File: src/hdl/vrf_pkg.sv
package vrf_pkg;

  // Beat kinds on the command port.
  typedef enum logic [1:0] {
    KIND_READ   = 2'd0,
    KIND_WRITE  = 2'd1,
    KIND_CYCLES = 2'd2,
    KIND_DMA    = 2'd3
  } kind_e;

  typedef struct packed {
    kind_e       kind;
    logic [10:0] address;
    logic [15:0] data;
  } item_t;

  typedef struct packed {
    logic [15:0] read_data;
    logic        irq;
    logic        frame_done;
    logic        draw_line;
    logic [7:0]  line_number;
    logic        dma_busy;
    logic [13:0] dma_address;
  } result_t;

  // Controller to datapath.
  typedef struct packed {
    logic clear;
    logic capture;
    logic exec;
  } cmd_t;

  // Datapath to controller.
  typedef struct packed {
    logic clear_last;
  } status_t;

  localparam int SPRITE_COUNT_DEF = 256;
  localparam int TABLE_DEPTH      = 256;
  localparam int TABLE_AW         = 8;

  // Memory regions.
  localparam logic [10:0] ADDR_SCROLL   = 11'h100;
  localparam logic [10:0] ADDR_COMPRESS = 11'h200;
  localparam logic [10:0] ADDR_PALETTE  = 11'h300;
  localparam logic [10:0] ADDR_SPRITE   = 11'h400;

  // Register map.
  localparam logic [10:0] ADDR_LAYER_LO   = 11'h010;
  localparam logic [10:0] ADDR_LAYER_HI   = 11'h01B;
  localparam logic [10:0] ADDR_CMP_AMOUNT = 11'h01C;
  localparam logic [10:0] ADDR_CMP_OFFSET = 11'h01D;
  localparam logic [10:0] ADDR_SEG0       = 11'h020;
  localparam logic [10:0] ADDR_SEG1       = 11'h021;
  localparam logic [10:0] ADDR_SPR_SEG    = 11'h022;
  localparam logic [10:0] ADDR_BLEND      = 11'h02A;
  localparam logic [10:0] ADDR_FADE       = 11'h030;
  localparam logic [10:0] ADDR_LINE_MATCH = 11'h036;
  localparam logic [10:0] ADDR_COL_MATCH  = 11'h037;
  localparam logic [10:0] ADDR_SCANLINE   = 11'h038;
  localparam logic [10:0] ADDR_TV         = 11'h03C;
  localparam logic [10:0] ADDR_SPR_SET    = 11'h042;
  localparam logic [10:0] ADDR_LCD        = 11'h054;
  localparam logic [10:0] ADDR_IRQ_EN     = 11'h062;
  localparam logic [10:0] ADDR_IRQ_PEND   = 11'h063;
  localparam logic [10:0] ADDR_DMA_SRC    = 11'h070;
  localparam logic [10:0] ADDR_DMA_DST    = 11'h071;
  localparam logic [10:0] ADDR_DMA_LEN    = 11'h072;

  // Layer register slots for the two segment pointers.
  localparam logic [3:0] LAYER_SEG0 = 4'd6;
  localparam logic [3:0] LAYER_SEG1 = 4'd13;
  localparam int         LAYER_REGS = 14;
  localparam logic [3:0] LAYER_FIELDS = 4'd6;

  // Line timing.
  localparam logic [10:0] LINE_LEN_NTSC = 11'd1716;
  localparam logic [10:0] LINE_LEN_PAL  = 11'd1728;
  localparam logic [8:0]  LINES_NTSC    = 9'd262;
  localparam logic [8:0]  LINES_PAL     = 9'd312;
  localparam logic [8:0]  LAST_VISIBLE  = 9'd239;
  localparam logic [8:0]  VISIBLE_LINES = 9'd240;

  // Pending bit positions.
  localparam int PEND_VBLANK = 0;
  localparam int PEND_LINE   = 1;
  localparam int PEND_DMA    = 2;

  // Reset values.
  localparam logic [8:0]  CMP_AMOUNT_RST = 9'h020;
  localparam logic [15:0] TV_RST         = 16'h0020;
  localparam logic [8:0]  MATCH_RST      = 9'h1FF;

  // Write mask of a layer register field.
  function automatic logic [15:0] layer_mask(input logic [2:0] f);
    logic [15:0] m;
    case (f)
      3'd0:    m = 16'h01FF;
      3'd1:    m = 16'h00FF;
      3'd2:    m = 16'h3FFF;
      3'd3:    m = 16'h01FF;
      3'd4:    m = 16'h3FFF;
      3'd5:    m = 16'h3FFF;
      default: m = 16'hFFFF;
    endcase
    return m;
  endfunction

  // Write mask of a sprite word by its slot in the entry.
  function automatic logic [15:0] sprite_mask(input logic [1:0] w);
    logic [15:0] m;
    case (w)
      2'd0:    m = 16'hFFFF;
      2'd1:    m = 16'h01FF;
      2'd2:    m = 16'h01FF;
      default: m = 16'h7FFF;
    endcase
    return m;
  endfunction

endpackage

File: src/hdl/vrf_ctrl.sv
module vrf_ctrl (
  input  logic             clk_i,
  input  logic             rst_ni,
  input  logic             start,
  input  vrf_pkg::status_t status_i,
  output vrf_pkg::cmd_t    cmd_o,
  output logic             busy,
  output logic             done_o
);

  typedef enum logic [1:0] {
    ST_CLEAR,
    ST_IDLE,
    ST_EXEC
  } state_e;

  state_e state_q;
  logic   done_q;

  // State and result strobe.
  always_ff @(posedge clk_i or negedge rst_ni) begin
    if (!rst_ni) begin
      state_q <= ST_CLEAR;
      done_q  <= 1'b0;
    end else begin
      done_q <= 1'b0;
      case (state_q)
        ST_CLEAR: begin
          if (status_i.clear_last) state_q <= ST_IDLE;
        end
        ST_IDLE: begin
          if (start) state_q <= ST_EXEC;
        end
        ST_EXEC: begin
          state_q <= ST_IDLE;
          done_q  <= 1'b1;
        end
        default: state_q <= ST_CLEAR;
      endcase
    end
  end

  always_comb begin
    cmd_o.clear   = (state_q == ST_CLEAR);
    cmd_o.capture = (state_q == ST_IDLE) && start;
    cmd_o.exec    = (state_q == ST_EXEC);
  end

  assign busy   = (state_q != ST_IDLE);
  assign done_o = done_q;

endmodule

File: config.mk
export PLATFORM = sky130hd
export DESIGN_NAME = vrf_ctrl
export DESIGN_NICKNAME = d
export VERILOG_FILES = /design/src/hdl/vrf_pkg.sv /design/src/hdl/vrf_ctrl.sv
export SDC_FILE = /design/constraint.sdc
export NUM_CORES = 1
export LEC_CHECK = 0
export BUFFER_PORTS_ARGS = -buffer_cell sky130_fd_sc_hd__buf_2
export CORE_AREA = 5 5 42 44
export DETAILED_ROUTE_END_ITERATION = 7
export DIE_AREA = 0 0 47 49
export PLACE_DENSITY = 0.3
export SYNTH_ARGS = -nofsm -noshare
export SYNTH_HDL_FRONTEND = slang
export SYNTH_SLANG_ARGS = --single-unit
File: constraint.sdc
create_clock -name clk_i -period 1.8 [get_ports clk_i]
set_input_delay 0 -clock clk_i [delete_from_list [all_inputs] [get_ports clk_i]]
set_output_delay 0 -clock clk_i [all_outputs]
set_load 0.01 [all_outputs]
==> results of run 1 <==
placed cells by master, fill, tap and decap left out:
cell type	n
and2b_2	1
buf_2	8
clkbuf_1	1
clkbuf_4	3
dfrtp_1	3
dlygate4sd3_1	2
inv_1	1
nand2b_4	1
nor2_1	4
o22ai_1	1
through the flow:
stage / setup slack (ns) / utilization / instance area (um2)
after floorplan: 1.024 / - / 122.6
after global placement: 1.005 / 0.1304 / 182.7
after detailed placement: 1.005 / 0.1304 / 182.7
after CTS: 0.7468 / 0.1634 / 229.0
after global routing: 0.6894 / 0.1634 / 229.0
final: 0.7610 / 0.1634 / 229.0
power by group:
group | total (mW) | internal, mW | switching, mW
sequential | 0.118 | 0.0915 | 0.0261
combinational | 0.132 | 0.0659 | 0.0657
clock | 0.119 | 0.0832 | 0.0361
registers in the layout, summed over array words and instances (netlist names):
name     count
state_q      2
done_o       1
worst register-to-register path: cells and delay by family, from the launching register on:
| kind | cells | cell delay [ns] |
|---|---|---|
| AOI/OAI and AO/OA | 1 | 0.15 |
| DFF | 1 | 0.40 |
| and+or+nand+nor | 1 | 0.16 |
layout make-up:
cell class,count,area (um2),area share
flip-flops and latches,3,75.07,0.3279
repair buffers,10,60.06,0.2623
multi-input cells,7,43.79,0.1913
clock buffers,4,26.28,0.1148
well taps,16,20.02,0.08743
inverters,1,3.754,0.01639
how the worst max path moves through the flow:
stage                                start                to  slack, ns  cells after the start
floorplan           state_q[0]$_DFFE_PN0P_  done_o$_DFF_PN0_       1.02                      1
global placement    state_q[0]$_DFFE_PN0P_          cmd_o[0]       1.00                      2
finish              state_q[0]$_DFFE_PN0P_          cmd_o[0]       0.76                      2
CTS                 state_q[0]$_DFFE_PN0P_          cmd_o[0]       0.75                      2
global route        state_q[0]$_DFFE_PN0P_          cmd_o[0]       0.69                      2
detailed placement  state_q[0]$_DFFE_PN0P_          cmd_o[0]       1.00                      2
cells by family after synthesis:
group,count (synthesis)
compound gates,1
buf+inv,1
flops,3
simple gates,6
timing repair:
item	in CTS	in global routing
endpoints found under the hold margin	4	0
resized for setup	0	0
hold buffers	2	0
setup endpoints to repair	0	0
metal layers:
metal | global-route usage | vias up | share of wire
met4 | 0.05530 | 0 | 0
met2 | 0.03167 | 9 | 0.31
li1 | - | 62 | -
met5 | 0 | - | 0
met1 | 0.04204 | 52 | 0.44
met3 | 0.05904 | 0 | 0.24
==> reports/results.ini, run 1 <==
[sta]
final.setup.tns_ns = 0
slew_headroom = 0.8781
setup_violations = 0
finalHoldViolations = 0
timing.hold.ws_ns = 0.04374
tightest_slew_ns = 0.1829
min_period_over_period = 0.5772
max_freq_mhz = 962.4
report.final.slew_viol_count = 0
skew_ns = 0.0009544
post-route-min-period_ns = 1.039
rsz0062_at_grt = no

[worst_hold_path]
hold_path.class = input port to register
min_delay_path_depth = 3
hold_end = state_q[0]$_DFFE_PN0P_
min_from = status_i

[drt]
ant_nets = 0
drt_iter0_drc = 0
drt-wirelength-per-cell_um = 8.366
drc = 0
routed_via_density = 3.000
routed_wl_um = 343
vias = 123
dr.pass1.iters = 1

[worst_setup_path]
cp.required_ns = 1.80
crit_arrival_ns = 1.04
path_class = register to primary output
cp-end-kind = primary output
crit_buf_inv = 1
startpoint_type = register
crit_family = flip-flops
r2r-start = state_q[1]$_DFFE_PN0P_
reg2reg_depth = 2
rrSetupSlack_ns = 1.01
cp_slowest_cell = dfrtp_1
cp_cell_sequence = and2b_2 -> buf_2
r2r_end = state_q[0]$_DFFE_PN0P_
max_stage_delay_ns = 0.42
crit_fanout = 4

[synthesis]
yosys.cell_types.count = 6
avgSynthCellArea_um2 = 11.15
synth-simple-area-share = 0.3061
yosysMostFrequentCell = nor2_1
synth_edf_count = 0
syn-num-nets = 15
synth_flop_cell = dfrtp_1
ys_seq_area_frac = 0.6122
ys_ff_latch = 3
ys_warn_count = 0
synthAdderAreaFrac = 0
synth_top_family_by_area = simple AND/OR/NAND/NOR gates
synth_xor_xnor_area_share = 0
synth-compound-area-share = 0.05102
synthMuxAreaShare = 0
synth.top_cell.area_share = 0.6122
async_reset_ff_frac = 1.000
synthTopCellsByArea = dfrtp_1 (61%), nor2_1 (12%), nand2b_4 (11%), and2b_2 (7.1%), o22ai_1 (5.1%)
postSynthCellCount = 11
netlist_area_um2 = 122.6
synthTopCellsByCount = nor2_1 (4), dfrtp_1 (3)
synth.largest_area_cell = dfrtp_1

[layout]
drive_gt1_frac = 0.5200
filler_cell_count = 161
diodes = 0
instances_no_fill = 41
area_growth_pct = 86.73
nNetsFinal = 30

[floorplanning]
die_area_mm2 = 0.002303
rows = 14
fp.dieW_um = 47
ios = 9
core-area_mm2 = 0.001401
die_y_um = 49
start_util = 0.08750

[global_routing]
grt_max_degree = 5
grt_pass1_vias = 141
grt.total_usage = 0.04305
grt_overflow = 0
grt_antenna_before_repair = 0
grt_pass1_wl_um = 565

[cts]
cts-root-buf = clkbuf_4
clkLatencyLatePin_ns = 0.23
postCtsSetupRepairBufs = 0
cts_buffer_depth = 2
clk_pin_slew_ns = 0.04
clock-sinks = 3
cts-htree-levels = 1
cts_tree = done
cts_buffers = 3

[pwr]
power.leakage_nw = 0.1232
power_mw = 0.3684
peakVddDrop_mv = 0.4297
cellPowerDensity_mw_per_mm2 = 1609

[run]
drv_cap = 0

[outcome]
outcome = complete, no violations

[placed_design]
dpl.hpwl_um = 254.1
dp_cells = 35
io_buffers = 8
place_congestion = 0.6765

No activity file was read; power rests on OpenSTA's default activity.
==> run 2, diff against run 1 <==
- ABC_AREA: unset -> 1
- clock period: 1.8 -> 1.1 ns (I/O delays scaled with it)
==> run 2 against run 1 <==
Compared with the run above:
- hold slack got worse by 0.017 ns
- non-clock buffer count did not move
- wire length fell by 4.4%
- combinational power rose by 54%
- critical path type unchanged
- highest routed layer unchanged
==> reports/results.ini, run 2 <==
[synthesis]
synth_flop_cell = dfrtp_1
avgSynthCellArea_um2 = 8.669  ; -22%
ys_warn_count = 0  ; unchanged
yosysMostFrequentCell = nor2_1
async_reset_ff_frac = 1.000  ; unchanged
synth.largest_area_cell = dfrtp_1
postSynthCellCount = 14  ; +3
ys_seq_area_frac = 0.6186  ; +0.006312
synth_edf_count = 0  ; unchanged
synthTopCellsByCount = nor2_1 (4), dfrtp_1 (3), inv_1 (3)
synthTopCellsByArea = dfrtp_1 (62%), nor2_1 (12%), inv_1 (9.3%), nand2_2 (5.2%), nand3_1 (4.1%)
syn-num-nets = 18  ; +3
ys_ff_latch = 3  ; unchanged
synth.top_cell.area_share = 0.6186  ; +0.006312
netlist_area_um2 = 121.4  ; -1.0%
yosys.cell_types.count = 7  ; +1

[worst_setup_path]
cp_slowest_cell = dfrtp_1
cp-end-kind = primary output
startpoint_type = register
r2r_end = state_q[0]$_DFFE_PN0P_
max_stage_delay_ns = 0.38  ; -0.04 ns
startpoint = state_q[1]$_DFFE_PN0P_
cp_cell_sequence = inv_1 -> nand2_2 -> nor2_1 -> buf_2
crit_family = flip-flops
endpoint = cmd_o[1]
reg2reg_depth = 3  ; +1
crit_arrival_ns = 0.99  ; -0.05 ns
cp.required_ns = 1.10  ; -0.70 ns
critical_path_depth = 4  ; +2
r2r-start = state_q[0]$_DFFE_PN0P_
path_class = register to primary output
crit_buf_inv = 2  ; +1
crit_fanout = 3  ; -1
rrSetupSlack_ns = 0.38  ; -0.63 ns

[sta]
final.setup.tns_ns = 0  ; unchanged
setup_violations = 0  ; unchanged
rsz0062_at_grt = no
timing.hold.ws_ns = 0.02713  ; -0.01662 ns
post-route-min-period_ns = 0.9909
skew_ns = 0.004586  ; +0.003632 ns
slew_headroom = 0.8800  ; +0.001871
report.final.slew_viol_count = 0  ; unchanged
min_period_over_period = 0.9008
finalHoldViolations = 0  ; unchanged
tightest_slew_ns = 0.1801  ; -0.002806 ns
max_freq_mhz = 1009

[layout]
final_area_um2 = 227.7  ; -0.55%
fin_util = 0.1625  ; -0.0008930
largest-register = state_q
nNetsFinal = 33  ; +10%
diodes = 0  ; unchanged
area_growth_pct = 87.63
largest_register_ffs = 2  ; unchanged
final_common_cell = buf_2
mostFrequentLayoutCells = buf_2 (8), nor2_1 (4), inv_1 (3), clkbuf_4 (3), dfrtp_1 (3)
drive_gt1_frac = 0.4286  ; -0.09143

[floorplanning]
rows = 14  ; unchanged
die_y_um = 49  ; unchanged
core-area_mm2 = 0.001401  ; unchanged
ios = 9  ; unchanged
start_util = 0.08661  ; -0.0008934
die_area_mm2 = 0.002303  ; unchanged
fp.dieW_um = 47  ; unchanged

[cts]
cts-root-buf = clkbuf_4
cts_resized = 0  ; unchanged
cts_buffer_depth = 2  ; unchanged
clock-sinks = 3  ; unchanged
cts_tree = done
cts-htree-levels = 1  ; unchanged
cts_buffers = 3  ; unchanged
clk_pin_slew_ns = 0.04  ; about the same
clkLatencyLatePin_ns = 0.23  ; about the same
postCtsSetupRepairBufs = 0  ; unchanged
postCtsHoldBufs = 2  ; unchanged

[global_routing]
grtUsageMet3 = 0.04797  ; -0.01107
met2_usage = 0.03394  ; +0.002262
use_met1 = 0.04626  ; +0.004220
grt_overflow = 0  ; unchanged
grt_max_degree = 6  ; +1
grt_pass1_wl_um = 552  ; -2.3%
grt_pass1_vias = 137  ; -2.8%
grt.total_usage = 0.04087  ; -0.002175
grt_antenna_before_repair = 0  ; unchanged
grt_most_used_layer = met3

[placed_design]
placed_area_um2 = 181.4  ; -0.68%
dpl.hpwl_um = 247.9  ; -2.4%
place_congestion = 0.6462  ; -4.5%
io_buffers = 8  ; unchanged

[pwr]
cellPowerDensity_mw_per_mm2 = 2574  ; +60%
peakVddDrop_mv = 0.7839  ; +82%
power_mw = 0.5862  ; +59%
power.leakage_nw = 0.1277  ; +3.7%

[drt]
vias = 132  ; +7.3%
dr.pass1.iters = 2  ; +1
drt_iter0_drc = 8  ; +8
routed_wl_um = 328  ; -4.4%
drt-wirelength-per-cell_um = 7.455  ; -11%
ant_nets = 0  ; unchanged
drc = 0  ; unchanged
routed_via_density = 3.000  ; unchanged

[worst_hold_path]
hold_path.class = input port to register
min_from = start

[outcome]
outcome = complete, no violations

[run]
drv_cap = 0  ; unchanged

==> run 2: worst min-delay path, stage by stage <==
cell,delay (ns)
buf_2,0.07
inv_1,0.05
nor2_1,0.10
==> run 2: how the worst min path moves through the flow <==
stage	endpoint	slack (ns)	depth (start not counted)
after floorplan	done_o$_DFF_PN0_	-0.30	0
after global placement	done_o$_DFF_PN0_	-0.20	1
after detailed placement	done_o$_DFF_PN0_	-0.20	1
after CTS	state_q[1]$_DFFE_PN0P_	0.02	3
after global routing	state_q[1]$_DFFE_PN0P_	0.03	3
final	state_q[1]$_DFFE_PN0P_	0.03	3
==> run 2: report_power, final <==
group | switching, mW | internal [mW]
clock network | 0.0603 | 0.136
registers | 0.0376 | 0.149
logic | 0.116 | 0.0870
total | 0.214 | 0.373
==> run 2: area by class of cell <==
class | instances | area, um2
fill | 163 | 1174
timing repair buffer | 10 | 60.06
tap | 16 | 20.02
multi-input combinational | 8 | 35.03
inverter | 3 | 11.26
clock buffer | 4 | 26.28
sequential | 3 | 75.07
==> run 2: cell families (layout without fill, tap and decap cells) <==
kind of cell,count (synthesis),count (layout),synth area share
buf+inv,3,17,0.09278
simple gates,7,7,0.2474
flops,3,3,0.6185
compound gates,1,1,0.04120
==> run 2: metrics by stage <==
| stage | setup slack, ns | cells |
|---|---|---|
| floorplan | 0.3764 | 14 |
| global placement | 0.3519 | 38 |
| detailed placement | 0.3599 | 38 |
| CTS | 0.09167 | 44 |
| global route | 0.02241 | 44 |
| finish | 0.1091 | 44 |
==> run 2: metal layers <==
| layer | vias to the layer above | wire (um) |
|---|---|---|
| met5 | - | 0 |
| met1 | 50 | 166 |
| met4 | 0 | 0 |
| li1 | 69 | - |
| met2 | 13 | 94 |
| met3 | 0 | 67 |
==> run 3, diff against run 2 <==
- BUFFER_PORTS_ARGS: -buffer_cell sky130_fd_sc_hd__buf_2 -> unset
- DONT_BUFFER_PORTS: unset -> 1
==> run 3 against run 2 <==
Compared with the run above:
- sequential power is 4% higher
- design area is 8.8% lower
- wire length is 0.30% lower
- final cell count is 14% lower
- critical path depth is 1 lower
- critical path type unchanged
- largest cell class unchanged
==> reports/results.ini, run 3 (same netlist as run 2, synthesis figures left out) <==
[outcome]
outcome = complete, no violations

[floorplanning]
die_y_um = 49  ; unchanged
fp.dieW_um = 47  ; unchanged
ios = 9  ; unchanged
rows = 14  ; unchanged
die_area_mm2 = 0.002303  ; unchanged
core-area_mm2 = 0.001401  ; unchanged
start_util = 0.08661  ; unchanged

[cts]
postCtsSetupRepairBufs = 0  ; unchanged
clock-sinks = 3  ; unchanged
clk_pin_slew_ns = 0.04  ; about the same
cts_buffers = 3  ; unchanged
cts-htree-levels = 1  ; unchanged
cts_tree = done
cts_buffer_depth = 2  ; unchanged
cts-root-buf = clkbuf_4
clkLatencyLatePin_ns = 0.23  ; about the same

[placed_design]
dpl.hpwl_um = 239.9  ; -3.2%
pre_cts_ws_ns = 0.3299  ; -0.02998 ns
place_congestion = 0.6307  ; -2.4%
io_buffers = 0  ; -8

[sta]
tightest_slew_ns = 0.2067  ; +0.02660 ns
slew_headroom = 0.8617  ; -0.01824
finalHoldViolations = 0  ; unchanged
min_period_over_period = 0.8849  ; -0.01596
report.final.slew_viol_count = 0  ; unchanged
skew_ns = 0.0003647  ; -0.004221 ns
setup_violations = 0  ; unchanged
rsz0062_at_grt = no
layout_setup_ws_ns = 0.1266  ; +0.01756 ns
post-route-min-period_ns = 0.9734  ; -0.01756 ns
max_freq_mhz = 1027  ; +1.8%
final.setup.tns_ns = 0  ; unchanged

[worst_setup_path]
cp_cell_sequence = inv_1 -> nand2_2 -> nor2_2
crit_family = flip-flops
crit_arrival_ns = 0.97  ; -0.02 ns
startpoint = state_q[1]$_DFFE_PN0P_
r2r-start = state_q[1]$_DFFE_PN0P_
cp.required_ns = 1.10  ; about the same
cp_slowest_cell = dfrtp_1
startpoint_type = register
cp-end-kind = primary output
rrSetupSlack_ns = 0.33  ; -0.05 ns
crit_buf_inv = 1  ; -1
max_stage_delay_ns = 0.39  ; about the same
critical_path_depth = 3  ; -1
path_class = register to primary output
endpoint = cmd_o[1]
r2r_end = state_q[1]$_DFFE_PN0P_
reg2reg_depth = 3  ; unchanged
crit_fanout = 3  ; unchanged

[pwr]
p_int_mw = 0.3379  ; -9.3%
cellPowerDensity_mw_per_mm2 = 2614  ; +1.6%
clkPwrFrac = 0.356  ; +0.021
share_comb_of_total_power = 0.286  ; -0.060
swShare = 0.3777  ; +0.01336
peakVddDrop_mv = 0.8378  ; +6.9%
power.leakage_nw = 0.1022  ; -20%
p_sw_mw = 0.2051  ; -4.0%
p_seq_frac = 0.358  ; +0.039

[layout]
mostFrequentLayoutCells = inv_1 (3), nor2_1 (3), clkbuf_4 (3), dfrtp_1 (3), dlygate4sd3_1 (3)
drive_gt1_frac = 0.2727  ; -0.1558
diodes = 0  ; unchanged
nNetsFinal = 27  ; -18%
area_growth_pct = 71.13
largest_register_ffs = 2  ; unchanged
largest-register = state_q

[drt]
drt_iter0_drc = 3  ; -5
dr.pass1.iters = 3  ; +1
vias = 114  ; -14%
routed_wl_um = 327  ; -0.30%
drc = 0  ; unchanged
drt-wirelength-per-cell_um = 8.605  ; +15%
ant_nets = 0  ; unchanged
routed_via_density = 3.000  ; unchanged

[global_routing]
grt.total_usage = 0.04446  ; +0.003586
grt_max_degree = 6  ; unchanged
grtUsageMet3 = 0.07011  ; +0.02214
grt_most_used_layer = met3
met2_usage = 0.04299  ; +0.009050
use_met1 = 0.04204  ; -0.004220
grt_antenna_before_repair = 0  ; unchanged
grt_pass1_wl_um = 607  ; +10%
grt_overflow = 0  ; unchanged
grt_pass1_vias = 138  ; +0.73%

[worst_hold_path]
hold_path.class = input port to async pin

[run]
drv_cap = 0  ; unchanged

run 3: what timing repair did:
item                                    in CTS  in global routing
endpoints found under the setup margin       0                  1
gates resized for setup                      0                  1
hold buffers                                 3                  0
endpoints found under the hold margin        5                  0
run 3: stage by stage:
step | std cells | power, mW | hold slack [ns] | utilization | instance area, um2
floorplan | 14 | 0.2962 | -0.2956 | - | 121.4
global placement | 31 | 0.3293 | -0.2955 | 0.1063 | 148.9
detailed placement | 31 | 0.3365 | -0.2955 | 0.1063 | 148.9
CTS | 38 | 0.5476 | 0.02568 | 0.1464 | 205.2
global route | 38 | 0.6107 | 0.01935 | 0.1482 | 207.7
finish | 38 | 0.5430 | 0.02608 | 0.1482 | 207.7
run 3: worst reg2reg max path, delay by kind of cell (launching register included):
family / cells / cell delay, ns
DFF: 1 / 0.39
buffers and inverters: 1 / 0.11
and+or+nand+nor: 2 / 0.21
run 3: final cells by class:
cell class	instances	area, um2
tap	16	20.02
multi-input combinational	8	37.54
clock buffer	4	26.28
inverter	3	11.26
timing repair buffer	4	37.54
fill	167	1194
sequential	3	75.07
run 3: power by group through the flow:
stage	Combinational (mW)	Sequential, mW	Clock, mW
after floorplan	0.111	0.185	0
after global placement	0.138	0.191	0
after detailed placement	0.142	0.194	0
after CTS	0.153	0.192	0.202
after global routing	0.181	0.203	0.227
final	0.155	0.194	0.194
run 3: per-layer routing:
metal,vias to the layer above,share of wire,routed length [um]
met5,-,0,0
met3,2,0.18,59
li1,57,-,-
met4,0,0.021,7
met2,9,0.29,94
met1,46,0.51,166
run 3: how the worst min path moves through the flow:
stage | startpoint | end | slack, ns
2_1_floorplan | rst_ni | done_o$_DFF_PN0_ | -0.30
5_1_grt | rst_ni | state_q[0]$_DFFE_PN0P_ | 0.02
3_3_place_gp | rst_ni | done_o$_DFF_PN0_ | -0.30
3_5_place_dp | rst_ni | done_o$_DFF_PN0_ | -0.30
6_report | rst_ni | done_o$_DFF_PN0_ | 0.03
4_1_cts | rst_ni | done_o$_DFF_PN0_ | 0.03
